==> src/design/ulsp_pkg.sv <==
package ulsp_pkg;

  localparam int ULSP_NUMBER_BITS = 24;
  localparam int ULSP_COORD_BITS = 16;
  localparam int ULSP_LEG_BITS = 13;
  localparam int ULSP_SCALE_BITS = 4;
  localparam int ULSP_CFG_IDX_BITS = 3;

  localparam logic [ULSP_SCALE_BITS-1:0] ULSP_SCALE_RESET = 4'd4;
  localparam logic [31:0] ULSP_LIMIT_RESET = 32'd10000000;

  localparam logic [ULSP_CFG_IDX_BITS-1:0] CFG_ORIGIN_X = 3'd0;
  localparam logic [ULSP_CFG_IDX_BITS-1:0] CFG_ORIGIN_Y = 3'd1;
  localparam logic [ULSP_CFG_IDX_BITS-1:0] CFG_STEP_SCALE = 3'd2;
  localparam logic [ULSP_CFG_IDX_BITS-1:0] CFG_NUMBER_LIMIT = 3'd3;

  typedef enum logic [1:0] {
    HEAD_WEST,
    HEAD_SOUTH,
    HEAD_EAST,
    HEAD_NORTH
  } ulsp_head_e;

  typedef enum logic [2:0] {
    ST_IDLE,
    ST_PLACE_X,
    ST_PLACE_Y,
    ST_TEST,
    ST_EMIT
  } ulsp_state_e;

  typedef struct packed {
    logic done;
    logic prime;
  } ulsp_prm_sts_t;

endpackage

==> src/design/ulam_spiral_prime_plotter_core.sv <==
// Primality test: trial division by 2, then by odd divisors up to floor(sqrt(n)), ending at
// the first that divides n; one remainder bit per cycle. No division is run past the limit
// or for numbers below four. Input is held off while an item runs, and a new item is taken
// while the last result waits.
// Reset (rst_ni low, asynchronous): walk not started, control and config registers to defaults.
module ulam_spiral_prime_plotter_core
  import ulsp_pkg::*;
#(
  parameter int NUMBER_BITS = ULSP_NUMBER_BITS,
  parameter int COORD_BITS  = ULSP_COORD_BITS,
  localparam int CFG_BITS   = (NUMBER_BITS > COORD_BITS) ? NUMBER_BITS : COORD_BITS
) (
  input  logic                         clk_i,
  input  logic                         rst_ni,
  input  logic                         cfg_valid_i,
  output logic                         cfg_ready_o,
  input  logic [ULSP_CFG_IDX_BITS-1:0] cfg_index_i,
  input  logic [CFG_BITS-1:0]          cfg_data_i,
  input  logic                         in_valid_i,
  output logic                         in_ready_o,
  input  logic                         restart_i,
  output logic                         out_valid_o,
  input  logic                         out_ready_i,
  output logic                         valid_res_o,
  output logic [NUMBER_BITS-1:0]       number_o,
  output logic signed [COORD_BITS-1:0] pos_x_o,
  output logic signed [COORD_BITS-1:0] pos_y_o,
  output logic                         prime_flag_o,
  output logic                         at_limit_o
);

  logic [COORD_BITS-1:0]      origin_x_q;
  logic [COORD_BITS-1:0]      origin_y_q;
  logic [ULSP_SCALE_BITS-1:0] scale_q;
  logic [NUMBER_BITS-1:0]     limit_q;

  ulsp_state_e state_q, state_d;

  logic [NUMBER_BITS-1:0]   num_q, num_d;
  logic [COORD_BITS-1:0]    cell_x_q, cell_x_d;
  logic [COORD_BITS-1:0]    cell_y_q, cell_y_d;
  ulsp_head_e               heading_q, heading_d;
  logic [ULSP_LEG_BITS-1:0] leg_q, leg_d;
  logic [ULSP_LEG_BITS-1:0] prog_q, prog_d;
  logic                     second_q, second_d;
  logic                     vres_q, vres_d;
  logic [ULSP_LEG_BITS-1:0] prog_inc;

  logic [COORD_BITS-1:0] pos_x_q;
  logic [COORD_BITS-1:0] pos_y_q;
  logic [COORD_BITS-1:0] mul_cell;
  logic [COORD_BITS-1:0] mul_org;
  logic [COORD_BITS-1:0] place_sum;

  logic                   out_valid_q;
  logic                   out_vres_q;
  logic [NUMBER_BITS-1:0] out_num_q;
  logic [COORD_BITS-1:0]  out_pos_x_q;
  logic [COORD_BITS-1:0]  out_pos_y_q;
  logic                   out_prime_q;
  logic                   out_limit_q;

  logic                   in_accept;
  logic                   prm_start;
  logic                   place_x_en;
  logic                   place_y_en;
  logic                   emit_en;
  logic [NUMBER_BITS-1:0] prm_number;
  ulsp_prm_sts_t          prm_sts;

  assign cfg_ready_o = 1'b1;

  always_ff @(posedge clk_i or negedge rst_ni) begin
    if (!rst_ni) begin
      origin_x_q <= '0;
      origin_y_q <= '0;
      scale_q    <= ULSP_SCALE_RESET;
      limit_q    <= NUMBER_BITS'(ULSP_LIMIT_RESET);
    end else if (cfg_valid_i) begin
      case (cfg_index_i)
        CFG_ORIGIN_X:     origin_x_q <= cfg_data_i[COORD_BITS-1:0];
        CFG_ORIGIN_Y:     origin_y_q <= cfg_data_i[COORD_BITS-1:0];
        CFG_STEP_SCALE:   scale_q    <= cfg_data_i[ULSP_SCALE_BITS-1:0];
        CFG_NUMBER_LIMIT: limit_q    <= cfg_data_i[NUMBER_BITS-1:0];
        default: ;
      endcase
    end
  end

  always_comb begin
    state_d = state_q;
    case (state_q)
      ST_IDLE:    if (in_valid_i) state_d = ST_PLACE_X;
      ST_PLACE_X: state_d = ST_PLACE_Y;
      ST_PLACE_Y: state_d = ST_TEST;
      ST_TEST:    if (prm_sts.done) state_d = ST_EMIT;
      ST_EMIT:    if (!out_valid_q || out_ready_i) state_d = ST_IDLE;
      default:    state_d = ST_IDLE;
    endcase
  end

  always_comb begin
    in_ready_o = 1'b0;
    prm_start  = 1'b0;
    place_x_en = 1'b0;
    place_y_en = 1'b0;
    emit_en    = 1'b0;
    case (state_q)
      ST_IDLE: in_ready_o = 1'b1;
      ST_PLACE_X: begin
        prm_start  = 1'b1;
        place_x_en = 1'b1;
      end
      ST_PLACE_Y: place_y_en = 1'b1;
      ST_TEST: ;
      ST_EMIT: emit_en = !out_valid_q || out_ready_i;
      default: ;
    endcase
  end

  assign in_accept = in_valid_i && in_ready_o;
  assign prog_inc  = prog_q + ULSP_LEG_BITS'(1);

  always_comb begin
    num_d     = num_q;
    cell_x_d  = cell_x_q;
    cell_y_d  = cell_y_q;
    heading_d = heading_q;
    leg_d     = leg_q;
    prog_d    = prog_q;
    second_d  = second_q;
    vres_d    = vres_q;
    if (in_accept) begin
      if (restart_i || (num_q == '0)) begin
        num_d     = NUMBER_BITS'(1);
        cell_x_d  = '0;
        cell_y_d  = '0;
        heading_d = HEAD_WEST;
        leg_d     = ULSP_LEG_BITS'(1);
        prog_d    = '0;
        second_d  = 1'b0;
        vres_d    = limit_q != '0;
      end else if (num_q >= limit_q) begin
        vres_d = 1'b0;
      end else begin
        num_d  = num_q + NUMBER_BITS'(1);
        vres_d = 1'b1;
        case (heading_q)
          HEAD_WEST:  cell_x_d = cell_x_q - COORD_BITS'(1);
          HEAD_SOUTH: cell_y_d = cell_y_q + COORD_BITS'(1);
          HEAD_EAST:  cell_x_d = cell_x_q + COORD_BITS'(1);
          default:    cell_y_d = cell_y_q - COORD_BITS'(1);
        endcase
        prog_d = prog_inc;
        if (prog_inc == leg_q) begin
          prog_d    = '0;
          heading_d = ulsp_head_e'(2'(heading_q + 2'd1));
          if (second_q) begin
            leg_d    = leg_q + ULSP_LEG_BITS'(1);
            second_d = 1'b0;
          end else begin
            second_d = 1'b1;
          end
        end
      end
    end
  end

  always_ff @(posedge clk_i or negedge rst_ni) begin
    if (!rst_ni) begin
      state_q     <= ST_IDLE;
      num_q       <= '0;
      cell_x_q    <= '0;
      cell_y_q    <= '0;
      heading_q   <= HEAD_WEST;
      leg_q       <= ULSP_LEG_BITS'(1);
      prog_q      <= '0;
      second_q    <= 1'b0;
      vres_q      <= 1'b0;
      out_valid_q <= 1'b0;
    end else begin
      state_q   <= state_d;
      num_q     <= num_d;
      cell_x_q  <= cell_x_d;
      cell_y_q  <= cell_y_d;
      heading_q <= heading_d;
      leg_q     <= leg_d;
      prog_q    <= prog_d;
      second_q  <= second_d;
      vres_q    <= vres_d;
      if (emit_en) begin
        out_valid_q <= 1'b1;
      end else if (out_ready_i) begin
        out_valid_q <= 1'b0;
      end
    end
  end

  // shared scale multiply and add for both axes
  assign mul_cell  = place_y_en ? cell_y_q : cell_x_q;
  assign mul_org   = place_y_en ? origin_y_q : origin_x_q;
  assign place_sum = mul_org + COORD_BITS'(scale_q) * mul_cell;

  always_ff @(posedge clk_i) begin
    if (place_x_en) begin
      pos_x_q <= place_sum;
    end
    if (place_y_en) begin
      pos_y_q <= place_sum;
    end
  end

  assign prm_number = vres_q ? num_q : '0;

  ulsp_prime_div #(
    .NUMBER_BITS(NUMBER_BITS)
  ) u_prime_div (
    .clk_i   (clk_i),
    .rst_ni  (rst_ni),
    .start_i (prm_start),
    .number_i(prm_number),
    .sts_o   (prm_sts)
  );

  always_ff @(posedge clk_i) begin
    if (emit_en) begin
      out_vres_q  <= vres_q;
      out_num_q   <= vres_q ? num_q : '0;
      out_pos_x_q <= vres_q ? pos_x_q : '0;
      out_pos_y_q <= vres_q ? pos_y_q : '0;
      out_prime_q <= vres_q && prm_sts.prime;
      out_limit_q <= vres_q && (num_q == limit_q);
    end
  end

  assign out_valid_o  = out_valid_q;
  assign valid_res_o  = out_vres_q;
  assign number_o     = out_num_q;
  assign pos_x_o      = $signed(out_pos_x_q);
  assign pos_y_o      = $signed(out_pos_y_q);
  assign prime_flag_o = out_prime_q;
  assign at_limit_o   = out_limit_q;

endmodule

==> src/design/ulsp_prime_div.sv <==
module ulsp_prime_div
  import ulsp_pkg::*;
#(
  parameter int NUMBER_BITS = ULSP_NUMBER_BITS
) (
  input  logic                   clk_i,
  input  logic                   rst_ni,
  input  logic                   start_i,
  input  logic [NUMBER_BITS-1:0] number_i,
  output ulsp_prm_sts_t          sts_o
);

  localparam int DIV_BITS = (NUMBER_BITS + 1) / 2 + 2;
  localparam int SQ_BITS = 2 * DIV_BITS;
  localparam int BIT_W = $clog2(NUMBER_BITS);
  localparam logic [BIT_W-1:0] BIT_TOP = BIT_W'(NUMBER_BITS - 1);

  logic [NUMBER_BITS-1:0] num_q;
  logic [DIV_BITS-1:0]    div_q;
  logic [SQ_BITS-1:0]     sq_q;
  logic [DIV_BITS-1:0]    rem_q;
  logic [BIT_W-1:0]       bit_q;
  logic                   busy_q;
  logic                   done_q;
  logic                   prime_q;

  logic [DIV_BITS:0]   rem_sh;
  logic [DIV_BITS:0]   rem_nx;
  logic                rem_ge;
  logic                last_bit;
  logic                div_two;
  logic [DIV_BITS-1:0] div_nx;
  logic [SQ_BITS-1:0]  sq_nx;
  logic                sq_over;

  // one restoring division step per cycle
  assign rem_sh   = {rem_q, num_q[bit_q]};
  assign rem_ge   = rem_sh >= {1'b0, div_q};
  assign rem_nx   = rem_ge ? (rem_sh - {1'b0, div_q}) : rem_sh;
  assign last_bit = bit_q == '0;

  // divisors 2, then odd ones; square tracked incrementally
  assign div_two = div_q == DIV_BITS'(2);
  assign div_nx  = div_two ? DIV_BITS'(3) : (div_q + DIV_BITS'(2));
  assign sq_nx   = div_two ? SQ_BITS'(9)
                           : (sq_q + SQ_BITS'({div_q, 2'b00}) + SQ_BITS'(4));
  assign sq_over = sq_nx > SQ_BITS'(num_q);

  always_ff @(posedge clk_i or negedge rst_ni) begin
    if (!rst_ni) begin
      busy_q  <= 1'b0;
      done_q  <= 1'b0;
      prime_q <= 1'b0;
    end else if (start_i) begin
      if (number_i < NUMBER_BITS'(2)) begin
        busy_q  <= 1'b0;
        done_q  <= 1'b1;
        prime_q <= 1'b0;
      end else if (number_i < NUMBER_BITS'(4)) begin
        busy_q  <= 1'b0;
        done_q  <= 1'b1;
        prime_q <= 1'b1;
      end else begin
        busy_q  <= 1'b1;
        done_q  <= 1'b0;
        prime_q <= 1'b0;
      end
    end else if (busy_q && last_bit) begin
      if (rem_nx == '0) begin
        busy_q  <= 1'b0;
        done_q  <= 1'b1;
        prime_q <= 1'b0;
      end else if (sq_over) begin
        busy_q  <= 1'b0;
        done_q  <= 1'b1;
        prime_q <= 1'b1;
      end
    end
  end

  always_ff @(posedge clk_i) begin
    if (start_i) begin
      num_q <= number_i;
      div_q <= DIV_BITS'(2);
      sq_q  <= SQ_BITS'(4);
      rem_q <= '0;
      bit_q <= BIT_TOP;
    end else if (busy_q) begin
      if (!last_bit) begin
        rem_q <= rem_nx[DIV_BITS-1:0];
        bit_q <= bit_q - BIT_W'(1);
      end else begin
        div_q <= div_nx;
        sq_q  <= sq_nx;
        rem_q <= '0;
        bit_q <= BIT_TOP;
      end
    end
  end

  assign sts_o.done  = done_q;
  assign sts_o.prime = prime_q;

endmodule

==> config.mk <==
export PLATFORM = sky130hd
export DESIGN_NAME = ulam_spiral_prime_plotter_core
export DESIGN_NICKNAME = d
export VERILOG_FILES = /design/src/design/ulsp_pkg.sv /design/src/design/ulam_spiral_prime_plotter_core.sv /design/src/design/ulsp_prime_div.sv
export SDC_FILE = /design/constraint.sdc
export NUM_CORES = 1
export LEC_CHECK = 0
export BUFFER_PORTS_ARGS = -buffer_cell sky130_fd_sc_hd__buf_2
export CAP_MARGIN = 20
export CORE_MARGIN = 5
export CORE_UTILIZATION = 40
export CTS_CLUSTER_DIAMETER = 80
export CTS_CLUSTER_SIZE = 8
export DETAILED_ROUTE_END_ITERATION = 16
export PLACE_DENSITY = 0.64
export SLEW_MARGIN = 5
export SYNTH_ARGS = -nofsm -noshare
export SYNTH_HDL_FRONTEND = slang
export SYNTH_SLANG_ARGS = --single-unit
export TNS_END_PERCENT = 50
==> constraint.sdc <==
create_clock -name clk_i -period 10.25 [get_ports clk_i]
set_clock_uncertainty 0.1 [all_clocks]
set_input_delay 1.5375 -clock clk_i [delete_from_list [all_inputs] [get_ports clk_i]]
set_output_delay 1.5375 -clock clk_i [all_outputs]
set_load 0.005 [all_outputs]
==> reports/results.ini, run 1 <==
[clock_network]
numCtsBuffers=48
cts_sinks=329
cts_hold_buf=0
cts_max_level=2
cts_root_buf=clkbuf_16
cts_tree=yes
clock_path_buffers=3
postCtsSetupRepairBufs=0
cts_resized=0
path_clk_slew_ns=0.05
clk_latency_ns=0.58

[sta]
hold_ws_ns=0.357
rsz0062_at_grt=no
worst_slew_pin_slew_ns=1.16
finalCriticalPeriod_ns=5.66
hold_viol_final=0
setup_viol=0
relSlewSlack_pct=21.9
period_share_pct=55.2
fin_setup_tns_ns=0
fmax_ghz=0.177
slew_violations=0

[grt]
grt_pass1_vias=14900
overflow=0
antenna_found_initial=13
grt_max_degree=86
grtUsageTotal_pct=18.0
grt_pass1_wl_um=79500

[synthesis]
netlist_instances=2010
ys_seq_area_share_pct=42.2
ys_types=89
synth-main-ff-cell=dfrtp_1
syn_area_um2=20200
yosysTopAreaCell=dfrtp_1
synth_edf_count=115
ys_warn_count=0
synth_seq_cells=329
avgSynthCellArea_um2=10.0
async_flop_share_pct=46.5
synth_top_area_share_pct=17.8
synthTopCellsByArea=dfrtp_1 (18%), edfxtp_1 (17%), ha_1 (9.1%)
yosysMostFrequentCell=nand2_1
synth.top_cells.by_count=nand2_1 (163), inv_1 (151), nor2_1 (150), ha_1 (146), dfrtp_1 (143)
syn-num-nets=2231

[drt]
firstDrtPassIters=5
route.detailed.drc=0
vias_per_cell=5.31
ant_nets=0
routed_wl_um=49500
wire_per_inst_um=17.6
drt-initial-drc-count=976
num_vias=15000

[placement]
dp_hpwl_um=36800
gp_congestion=0.911
dpl_cell_area_um2=21400
io_buffers=93

[final_layout]
syn2layout_area_growth_pct=12.9
fillers=4727
drive_gt1_share_pct=13.8
multi_input_comb_area_um2=10800
postLayoutCellArea_um2=22800
seq_area_um2=8520
final_nets=2327

[setup_path]
crit_fanout=51
required_ns=10.45
start_kind=register
critPathCaptureType=register
worst-setup-path-type=register to register
arrival_ns=5.86

[pwr]
leakagePower_nw=9.96
total_power_mw=6.09
cellPowerDensity_nw_per_um2=267
ir_drop_mv=0.114

[job]
drv_cap=0

[floorplan]
die_h_um=234
ios=95
start_util_pct=40.3
die_width_um=234
dieArea_um2=55000
coreArea_um2=50000
rows=82

[hold_path]
holdCritPathClass=register to register

[outcome]
status=complete, no violations

==> where the power goes <==
part	switching, mW	total [mW]	internal, mW
Clock	0.578	1.46	0.878
Sequential	0.224	1.87	1.64
Combinational	1.57	2.76	1.19
Total	2.37	6.09	3.71
==> critical path: stages (launching register included) <==
cell,delay [ns]
dfrtp_1,0.46
nor3b_2,0.21
buf_4,0.60
nor2_1,0.08
a21oi_1,0.30
nor2b_1,0.12
fa_1,0.51
fa_1,0.53
fa_1,0.50
ha_1,0.35
a21oi_1,0.21
o21bai_1,0.08
a21o_1,0.21
a21oi_1,0.17
o21ai_0,0.14
o41ai_1,0.42
o21bai_1,0.10
a21oi_1,0.19
xnor2_1,0.10
==> path summary, 6_finish.rpt <==
path	endpoint	slack [ns]	cells past startpoint	from
max	pos_x_q[14]	4.59	18	state_q[2]
min	u_prime_div.sq_q[1]	0.36	2	u_prime_div.sq_q[1]
max reg2reg	pos_x_q[14]	4.59	18	state_q[2]
min reg2reg	u_prime_div.sq_q[1]	0.36	2	u_prime_div.sq_q[1]
max in group asynchronous	origin_x_q[8]	7.69	2	rst_ni
min in group asynchronous	cell_x_q[13]	0.94	1	rst_ni
==> logic make-up (layout without fill, tap and decap cells) <==
kind of cell / Yosys count / after routing / synth area share [%]
AO/OA/AOI/OAI: 379 / 379 / 12.0
XOR/XNOR: 118 / 118 / 5.13
adder cells (fa/ha/maj): 188 / 188 / 13.2
buffers and inverters: 215 / 347 / 4.10
flip-flops: 329 / 329 / 42.2
multiplexers: 105 / 105 / 6.06
other: 1 / 7 / 0.0186
AND/OR/NAND/NOR: 675 / 675 / 17.3
==> sequential cells by signal, indices dropped and copies added, names as in the netlist, 24 cells and up <==
| signal | flops |
|---|---|
| u_prime_div.sq_q | 28 |
| limit_q | 24 |
| num_q | 24 |
| number_o | 24 |
| u_prime_div.num_q | 24 |
==> cells in the final DEF, fill, tap and decap left out, types with 25 or more instances in the layout <==
master,count
edfxtp_1,115
nor4_1,25
xor2_1,45
nand3_1,40
o21ai_0,105
fa_1,42
ha_1,146
nand2_1,163
clkbuf_16,48
nand4_1,27
nor2_1,150
dfrtp_1,143
xnor2_1,73
a21o_1,39
mux2_2,76
clkbuf_1,32
nor2b_1,46
a21oi_1,108
dfxtp_1,61
buf_2,92
nor3_1,35
inv_1,151
and2_1,75
==> metrics by stage <==
stage / utilization [%] / worst slack [ns] / std cells
floorplan: - / 4.86 / 2010
global placement: 42.8 / 4.72 / 2728
detailed placement: 42.8 / 4.61 / 2728
CTS: 45.5 / 4.59 / 2814
global route: 45.5 / 4.11 / 2815
finish: 45.6 / 4.59 / 2820
==> routing by layer <==
metal | part of all wire (%) | GRT usage (%) | wire length (um) | vias up
met3 | 6.4 | 5.07 | 3190 | 91
met1 | 45 | 24.1 | 22300 | 7270
li1 | - | - | - | 7312
met2 | 46 | 28.6 | 22700 | 290
met5 | 0.075 | 0 | 37 | -
met4 | 2.6 | 5.25 | 1300 | 8
==> area by class of cell <==
type	count	share of cell area [%]
multi-input combinational	1466	47.7
sequential	329	37.4
clock buffer	81	5.87
tap	672	3.69
timing repair buffer	109	2.60
inverter	152	2.51
clock inverter	5	0.192
antenna	6	0.0660
(Power assumes the default switching activity.)
==> run 2: changes to the inputs <==
--- a/config.mk
+++ b/config.mk
@@ -12,7 +12,7 @@
 export CTS_CLUSTER_DIAMETER = 80
 export CTS_CLUSTER_SIZE = 8
 export DETAILED_ROUTE_END_ITERATION = 16
-export PLACE_DENSITY = 0.64
+export PLACE_DENSITY = 0.66
 export SLEW_MARGIN = 5
 export SYNTH_ARGS = -nofsm -noshare
 export SYNTH_HDL_FRONTEND = slang
==> constraint.sdc (replaced) <==
create_clock -name clk_i -period 5 [get_ports clk_i]
set_clock_uncertainty 0.1 [all_clocks]
set_input_delay 0.75 -clock clk_i [delete_from_list [all_inputs] [get_ports clk_i]]
set_output_delay 0.75 -clock clk_i [all_outputs]
set_load 0.005 [all_outputs]
==> reports/results.ini, run 2 (synthesis gave the netlist of run 1 again) <==
[final_layout]
multi_input_comb_area_um2=11000  ; +1.5%
largest_reg_flops=28  ; unchanged
syn2layout_area_growth_pct=15.0
final_nets=2362  ; +1.5%
top_register=u_prime_div.sq_q
final_core_util_pct=46.4  ; +0.84 points
seq_area_um2=8520  ; about the same
fillers=4632  ; -2.0%
most-common-layout-cells=nand2_1 (163), inv_1 (151), nor2_1 (150)
final_common_cell=nand2_1
drive_gt1_share_pct=16.2  ; +2.4 points

[setup_path]
cpMaxStageDelayCell=fa_1
start_kind=register
crit_top_cell=fa_1
path_cells=nor3b_4 > buf_6 > mux2_4 > and2_1 > fa_1 > fa_1 > inv_1 > fa_1 > inv_1 > ha_1 > a21o_1 > a21oi_2 > o21ai_2 > o41ai_2 > o21bai_1 > a21oi_1 > xnor2_1
cp_top_family=adder cells
rrSetupSlack_ns=0.17  ; -4.42 ns
crit_fanout=5  ; -90%
critPathCaptureType=register
worst-setup-path-type=register to register
arrival_ns=5.02  ; -0.84 ns
worst-path-buf-inv=3  ; +2
required_ns=5.19  ; -5.26 ns
cpPeakStageDelay_ns=0.54  ; -0.06 ns

[sta]
period_share_pct=96.6  ; +41 points
finalCriticalPeriod_ns=4.83  ; -0.834 ns
setup_viol=0  ; unchanged
hold_viol_final=0  ; unchanged
fmax_ghz=0.207  ; +17%
worst_slew_pin_slew_ns=1.07  ; -0.0844 ns
slew_violations=0  ; unchanged
setup_ws_ns=0.172  ; -4.42 ns
relSlewSlack_pct=28.3  ; +6.4 points

[clock_network]
clock_path_buffers=3  ; unchanged
cts_sinks=329  ; unchanged
cts_max_level=2  ; unchanged
numCtsBuffers=47  ; -2.1%
cts_hold_buf=0  ; unchanged
path_clk_slew_ns=0.05  ; about the same
cts_root_buf=clkbuf_16
cts_tree=yes
clk_latency_ns=0.56  ; -0.02 ns

[floorplan]
die_width_um=234  ; unchanged
dieArea_um2=55000  ; unchanged
start_util_pct=40.3  ; unchanged
die_h_um=234  ; unchanged
ios=95  ; unchanged
rows=82  ; unchanged
coreArea_um2=50000  ; unchanged

[grt]
grt_pass1_wl_um=80100  ; +0.83%
grt_max_degree=90  ; +4.7%
grtUsageTotal_pct=18.1  ; +0.15 points
antenna_found_initial=5  ; -8
overflow=0  ; unchanged
grt_pass1_vias=15100  ; +1.2%

[drt]
route.detailed.drc=0  ; unchanged
num_vias=15400  ; +2.5%
vias_per_cell=5.39  ; +1.5%
ant_nets=0  ; unchanged
wire_per_inst_um=17.5  ; -0.48%
routed_wl_um=49800  ; +0.58%
drt-initial-drc-count=1128  ; +16%
firstDrtPassIters=7  ; +2

[outcome]
status=complete, no violations

[pwr]
ir_drop_mv=0.272  ; +140%
leakagePower_nw=10.2  ; +2.1%
total_power_mw=12.7  ; +110%
cellPowerDensity_nw_per_um2=550  ; +110%

[job]
drv_cap=0  ; unchanged

[placement]
pre_cts_ws_ns=-0.0498  ; -4.66 ns
gp_congestion=0.916  ; +0.54%
io_buffers=93  ; unchanged
dp_hpwl_um=37000  ; +0.58%

[hold_path]
holdCritPathClass=input port to async pin

[run 2: changes by cell type in the layout (fill, tap and decap cells not counted), sizes merged]
cell           delta
clkbuf            +2
diode             -5
buf              +35
clkdlybuf4s18     +1
clkinvlp          -1
inv               -2
[run 2: stage by stage]
stage / cell area [um^2] / hold WS (ns) / std cells / TNS [ns]
3_5_place_dp: 21600 / 0.336 / 2756 / -0.109
3_3_place_gp: 21600 / 0.330 / 2755 / 0
5_1_grt: 23200 / 0.244 / 2849 / -0.254
6_report: 23200 / 0.172 / 2850 / 0
2_1_floorplan: 20200 / 0.316 / 2010 / 0
4_1_cts: 23000 / 0.186 / 2841 / -0.00752
[run 2: metal layers]
layer	track usage, %	up-vias	wire [um]
met5	0	-	25
met4	5.18	4	1080
met3	3.11	80	2660
met2	29.2	366	23000
met1	25.3	7516	23100
li1	-	7386	-
[run 2: repair_timing]
item	CTS	global route
setup buffers	0	7
pin swaps	0	14
gates cloned	0	1
resized for setup	2	36
endpoints found under the setup margin	5	11
[run 2: worst reg2reg max path, cell delays in order (launching register included)]
cell      delay (ns)
dfrtp_1         0.40
nor3b_4         0.25
buf_6           0.18
mux2_4          0.33
and2_1          0.17
fa_1            0.46
fa_1            0.54
inv_1           0.05
fa_1            0.52
inv_1           0.04
ha_1            0.32
a21o_1          0.21
a21oi_2         0.17
o21ai_2         0.10
o41ai_2         0.33
o21bai_1        0.10
a21oi_1         0.17
xnor2_1         0.10
[run 2: power breakdown]
part           leakage, nW  switching (mW)  internal [mW]
combinational         5.97            3.35           2.59
clock                0.652            1.16           1.81
sequential            3.54           0.458           3.37
[run 2: area by class of cell]
class / instances / area share [%]
diodes: 1 / 0.0108
clock buffers: 83 / 5.84
clock inverters: 2 / 0.0432
inverters: 152 / 2.46
multi-input cells: 1466 / 47.5
flip-flops and latches: 329 / 36.7
well taps: 672 / 3.63
repair buffers: 145 / 3.78
[run 2: final timing paths]
| kind | startpoint | endpoint | cells past startpoint |
|---|---|---|---|
| max | state_q[0] | pos_y_q[14] | 17 |
| min reg2reg | u_prime_div.sq_q[1] | u_prime_div.sq_q[1] | 2 |
| max reg2reg | state_q[0] | pos_y_q[14] | 17 |
| max in group asynchronous | rst_ni | limit_q[15] | 2 |
| min in group clk_i | cfg_data_i[17] | limit_q[17] | 2 |
| min | rst_ni | origin_y_q[7] | 1 |
